==> src/design/slkc_pkg.sv <==
// ----------------------------------------------------------------------------
// slkc_pkg: shared types and constants
// Widths and codes for the single-linkage clustering block.
// ----------------------------------------------------------------------------
`default_nettype none
package slkc_pkg;
    localparam int MAX_POINTS = 256;
    localparam int COORD_BITS = 16;
    localparam int FRAC_BITS  = 16;
    localparam int IDX_BITS   = $clog2(MAX_POINTS);
    localparam int CNT_BITS   = IDX_BITS + 1;
    localparam int K_BITS     = 9;
    localparam int SQ_BITS    = 2 * COORD_BITS + 1;
    localparam int FIX_BITS   = COORD_BITS + 1 + FRAC_BITS;
    localparam int DIFF_BITS  = COORD_BITS + 1;
    localparam int SQRT_STEPS = (SQ_BITS + 1) / 2 + FRAC_BITS;
    localparam int SSTEP_BITS = $clog2(SQRT_STEPS + 1);
    localparam int REM_BITS   = FIX_BITS + 2;

    typedef logic signed [COORD_BITS-1:0] t_coord;
    typedef logic [SQ_BITS-1:0]           t_sq;
    typedef logic [FIX_BITS-1:0]          t_fix;

    typedef struct packed {
        t_coord x;
        t_coord y;
        logic   last;
    } t_point;

    typedef struct packed {
        t_sq  sq;
        t_fix fix;
        logic few;
        logic dropped;
    } t_result;
endpackage
`default_nettype wire

==> src/design/slkc_sqrt.sv <==
// ----------------------------------------------------------------------------
// slkc_sqrt: digit-by-digit fixed-point square root
// One root bit per cycle; floor(sqrt(v) * 2^FRAC_BITS).
// ----------------------------------------------------------------------------
`default_nettype none
module slkc_sqrt (
    input  wire logic          i_clk,
    input  wire logic          i_rst_n,
    input  wire logic          i_start,
    input  wire slkc_pkg::t_sq i_value,
    output logic               o_done,
    output slkc_pkg::t_fix     o_root
);
    import slkc_pkg::*;

    localparam int RAD_BITS = 2 * SQRT_STEPS;

    logic [RAD_BITS-1:0]   r_rad;
    logic [REM_BITS-1:0]   r_rem;
    logic [FIX_BITS-1:0]   r_root;
    logic [SSTEP_BITS-1:0] r_cnt;
    logic                  r_busy;
    logic                  r_done;

    logic [REM_BITS-1:0] n_rem_sh;
    logic [REM_BITS-1:0] n_trial;

    always_comb begin
        n_rem_sh = {r_rem[REM_BITS-3:0], r_rad[RAD_BITS-1 -: 2]};
        n_trial  = {r_root[REM_BITS-3:0], 2'b01};
    end

    always_ff @(posedge i_clk) begin
        if (!i_rst_n) begin
            r_busy <= 1'b0;
            r_done <= 1'b0;
            r_cnt  <= '0;
        end else begin
            r_done <= 1'b0;
            if (i_start) begin
                r_busy <= 1'b1;
                r_cnt  <= SSTEP_BITS'(SQRT_STEPS);
                r_rad  <= RAD_BITS'({i_value, (2 * FRAC_BITS)'(0)});
                r_rem  <= '0;
                r_root <= '0;
            end else if (r_busy) begin
                r_rad <= r_rad << 2;
                if (n_rem_sh >= n_trial) begin
                    r_rem  <= n_rem_sh - n_trial;
                    r_root <= {r_root[FIX_BITS-2:0], 1'b1};
                end else begin
                    r_rem  <= n_rem_sh;
                    r_root <= {r_root[FIX_BITS-2:0], 1'b0};
                end
                r_cnt <= r_cnt - 1'b1;
                if (r_cnt == SSTEP_BITS'(1)) begin
                    r_busy <= 1'b0;
                    r_done <= 1'b1;
                end
            end
        end
    end

    assign o_done = r_done;
    assign o_root = r_root;
endmodule
`default_nettype wire

==> config.mk <==
export PLATFORM = sky130hd
export DESIGN_NAME = slkc_sqrt
export DESIGN_NICKNAME = d
export VERILOG_FILES = /design/src/design/slkc_pkg.sv /design/src/design/slkc_sqrt.sv
export SDC_FILE = /design/constraint.sdc
export NUM_CORES = 1
export LEC_CHECK = 0
export BUFFER_PORTS_ARGS = -buffer_cell sky130_fd_sc_hd__buf_2
export CORE_ASPECT_RATIO = 0.9
export CORE_MARGIN = 2
export CORE_UTILIZATION = 25
export CTS_CLUSTER_DIAMETER = 60
export DETAILED_ROUTE_END_ITERATION = 8
export PLACE_DENSITY = 0.51
export REMOVE_ABC_BUFFERS = 1
export SYNTH_ARGS = -nofsm -noshare
export SYNTH_HDL_FRONTEND = slang
export SYNTH_SLANG_ARGS = --single-unit
==> constraint.sdc <==
create_clock -name i_clk -period 5.7 [get_ports i_clk]
set_clock_uncertainty 0.05 [all_clocks]
set_input_delay 1.71 -clock i_clk [delete_from_list [all_inputs] [get_ports i_clk]]
set_output_delay 1.71 -clock i_clk [all_outputs]
set_load 0.01 [all_outputs]
==> metrics.csv <==
stage,metric,value,unit
clock_tree,later-pin clock latency in the skew report,0.37,ns
pwr,Power Total,2.22,mW
clock_tree,CTS tree,built,
yosys,ys flop type,edfxtp_1,
placement,DP HPWL,11400,um
clock_tree,H-tree levels,3,
yosys,Yosys warnings,0,
clock_tree,cts bufs inserted,9,
global_routing,initial antenna violation count,0,
timing,Tmin final,3.51,ns
timing,max_slew headroom,45.1,%
floorplanning,die area,0.0273,mm^2
critical_path,"slowest stage delay, CP",0.41,ns
yosys,Post-Syn Instances,615,
timing,total negative slack,0,ns
floorplanning,Core Box Area,0.0253,mm^2
outcome,outcome,"finished, final reports clean",
detailed_routing,Via density,4.77,
yosys,synth unique cells,61,
critical_path,worst path arrival time,3.58,ns
critical_path,CP startpoint,r_rem[10]$_SDFFCE_PP0P_,
run,max cap viols,0,
clock_tree,Clock Path Buffers,2,
yosys,Post-synth EDFFs,100,
hold_path,HP Class,flip-flop to flip-flop,
critical_path,R2R setup slack,2.19,ns
yosys,register area share after synthesis,48.7,%
detailed_routing,final WL,16400,um
global_routing,total grt overflow,0,
detailed_routing,Wirelength per Cell,16.1,um
placement,Placed Instance Area,0.00717,mm^2
yosys,Post-synth ARST share,0,%
placement,routability cong.,0.860,
timing,Least-Margin Pin Slew,0.824,ns
clock_tree,clock sink total,108,
critical_path,worst setup path class,flip-flop to flip-flop,
critical_path,CP Capture Type,flip-flop,
placement,placed cells,1004,
final_layout,Syn-to-layout area delta,15.2,%
timing,fin crit share,61.6,%
yosys,syn_area_per_cell,10.6,um^2
timing,fmax,285,MHz
clock_tree,CTS resizes,0,
final_layout,ANT cells,0,
final_layout,fillcell total,2684,
yosys,Synth Register Bits,108,
detailed_routing,Residual DRC,0,
clock_tree,"Clk pin slew, worst setup/hold paths",0.08,ns
critical_path,Worst setup SP type,flip-flop,
final_layout,fin area,0.00748,mm^2
floorplanning,Die Wd,174,um
hold_path,Hold Path Origin,r_cnt[1]$_SDFFE_PP0P_,
global_routing,first-pass GRT wire length,26500,um
detailed_routing,Vias,4864,
floorplanning,io pins,70,
critical_path,slowest CP cell,ha_1,
timing,Final setup viols,0,
timing,Hold Fails Final Rpt,0,
placement,IO Port Bufs,69,
detailed_routing,antenna-violating nets left,0,
floorplanning,Initial Util,25.6,%
final_layout,fin cells,1020,
pwr,pwr dens,297,mW/mm^2
global_routing,vias in the first global route,4710,
yosys,Post-Syn Area,0.00649,mm^2
pwr,Leak,2.86,nW
clock_tree,post-CTS setup buffers,0,
pwr,maximum VDD drop,165,uV
hold_path,Hold Path Stages,2,
detailed_routing,DRT Pass-1 Iters,5,
global_routing,Overall Global Routing Usage,12.3,%
critical_path,worst-path cell chain,"ha_1, nand2_1, nor3_1, o211ai_1, a21oi_2, o211ai_1, a21oi_2, buf_4, nor2_2, a31o_2",
floorplanning,num rows,55,
final_layout,NumNets Final,746,
critical_path,CP Data Required Time,5.78,ns
timing,Slew Limit Fails,0,
critical_path,worst r2r src,r_rem[10]$_SDFFCE_PP0P_,
floorplanning,die height,157,um
timing,RSZ-0062 raised after global routing,false,
critical_path,worst reg2reg path depth,10,
critical_path,crit-path max FO,17,
clock_tree,hold buffer count at CTS,0,
global_routing,largest net degree at the start of global routing,69,
clock_tree,Root Buffer,clkbuf_16,
detailed_routing,drt initial violations,394,
final_layout,share of post-route cells with drive strength above 1,20.2,%
cells in the mapped netlist, drive strengths merged, types with 9 or more instances:
library cell / n / share of area (%)
a21o: 17 / 2.0
a21oi: 52 / 4.1
buf: 15 / 1.6
clkbuf: 13 / 0.91
edfxtp: 100 / 46
ha: 37 / 7.1
inv: 45 / 2.6
mux2: 31 / 5.4
nand2: 26 / 1.6
nand3: 28 / 2.2
nand4: 12 / 1.2
nor2: 56 / 3.3
nor3: 13 / 1.1
o21a: 9 / 1.0
o21ai: 39 / 3.0
o31ai: 10 / 1.2
xnor2: 25 / 3.4
flip-flops by register name (all words and copies together) (netlist names):
register / cells
r_rad: 34
r_cnt: 6
o_done: 1
o_root: 33
r_busy: 1
r_rem: 33
kinds of logic after synthesis:
group	count (synthesis)	share of synthesized area, %
XOR/XNOR	30	4.05
adder cells (fa/ha/maj)	37	7.13
multiplexers	31	5.38
AO/OA/AOI/OAI	173	17.3
AND/OR/NAND/NOR	163	12.3
buffers and inverters	73	5.11
flip-flops	108	48.7
worst max-delay path: cells and delay by family (launching register included):
kind	cells	cell delay [ns]
DFF	1	0.39
buffers and inverters	1	0.32
AOI/OAI and AO/OA	5	1.37
adders and majority gates	1	0.41
and+or+nand+nor	3	0.72
layer usage:
layer  vias up  track usage [%]  wire length [um]
li1       2399                -                 -
met1      2339             17.8              8490
met2       110             18.0              6910
met3        16             3.04               787
met4         0             3.92               248
met5         -                0                 0
cell usage in the layout (no fill, tap or decap), drive strengths merged, types with 12 or more instances in the layout:
master / count
a21o: 17
a21oi: 52
buf: 75
edfxtp: 100
ha: 37
inv: 47
mux2: 31
nand2: 26
nand3: 28
nand4: 12
nor2: 56
nor3: 13
o21ai: 39
xnor2: 25
power breakdown:
group / leakage [nW] / switching [mW] / total (mW) / internal, mW
clock network: 0.155 / 0.313 / 0.671 / 0.358
registers: 1.04 / 0.0297 / 0.975 / 0.946
logic: 1.67 / 0.347 / 0.576 / 0.228
stage by stage:
stage,hold WS (ns),util (%),worst slack (ns)
floorplan,0.431,-,1.19
global placement,0.452,28.3,2.13
detailed placement,0.457,28.3,2.11
CTS,0.468,29.5,2.22
global route,0.487,29.5,1.94
finish,0.469,29.5,2.19
cell type report:
class / count / area, um^2 / share of cell area (%)
clock buffer: 10 / 239 / 3.20
clock inverter: 6 / 68.8 / 0.921
inverter: 45 / 169 / 2.26
multi-input combinational: 434 / 3000 / 40.2
sequential: 108 / 3160 / 42.3
tap: 342 / 428 / 5.72
timing repair buffer: 75 / 405 / 5.42
worst paths after layout:
path / to
min: r_cnt[1]$_SDFFE_PP0P_
min reg2reg: r_cnt[1]$_SDFFE_PP0P_
max reg2reg: r_rem[30]$_SDFFCE_PP0P_
max: r_rem[30]$_SDFFCE_PP0P_
(Power assumes the default switching activity.)
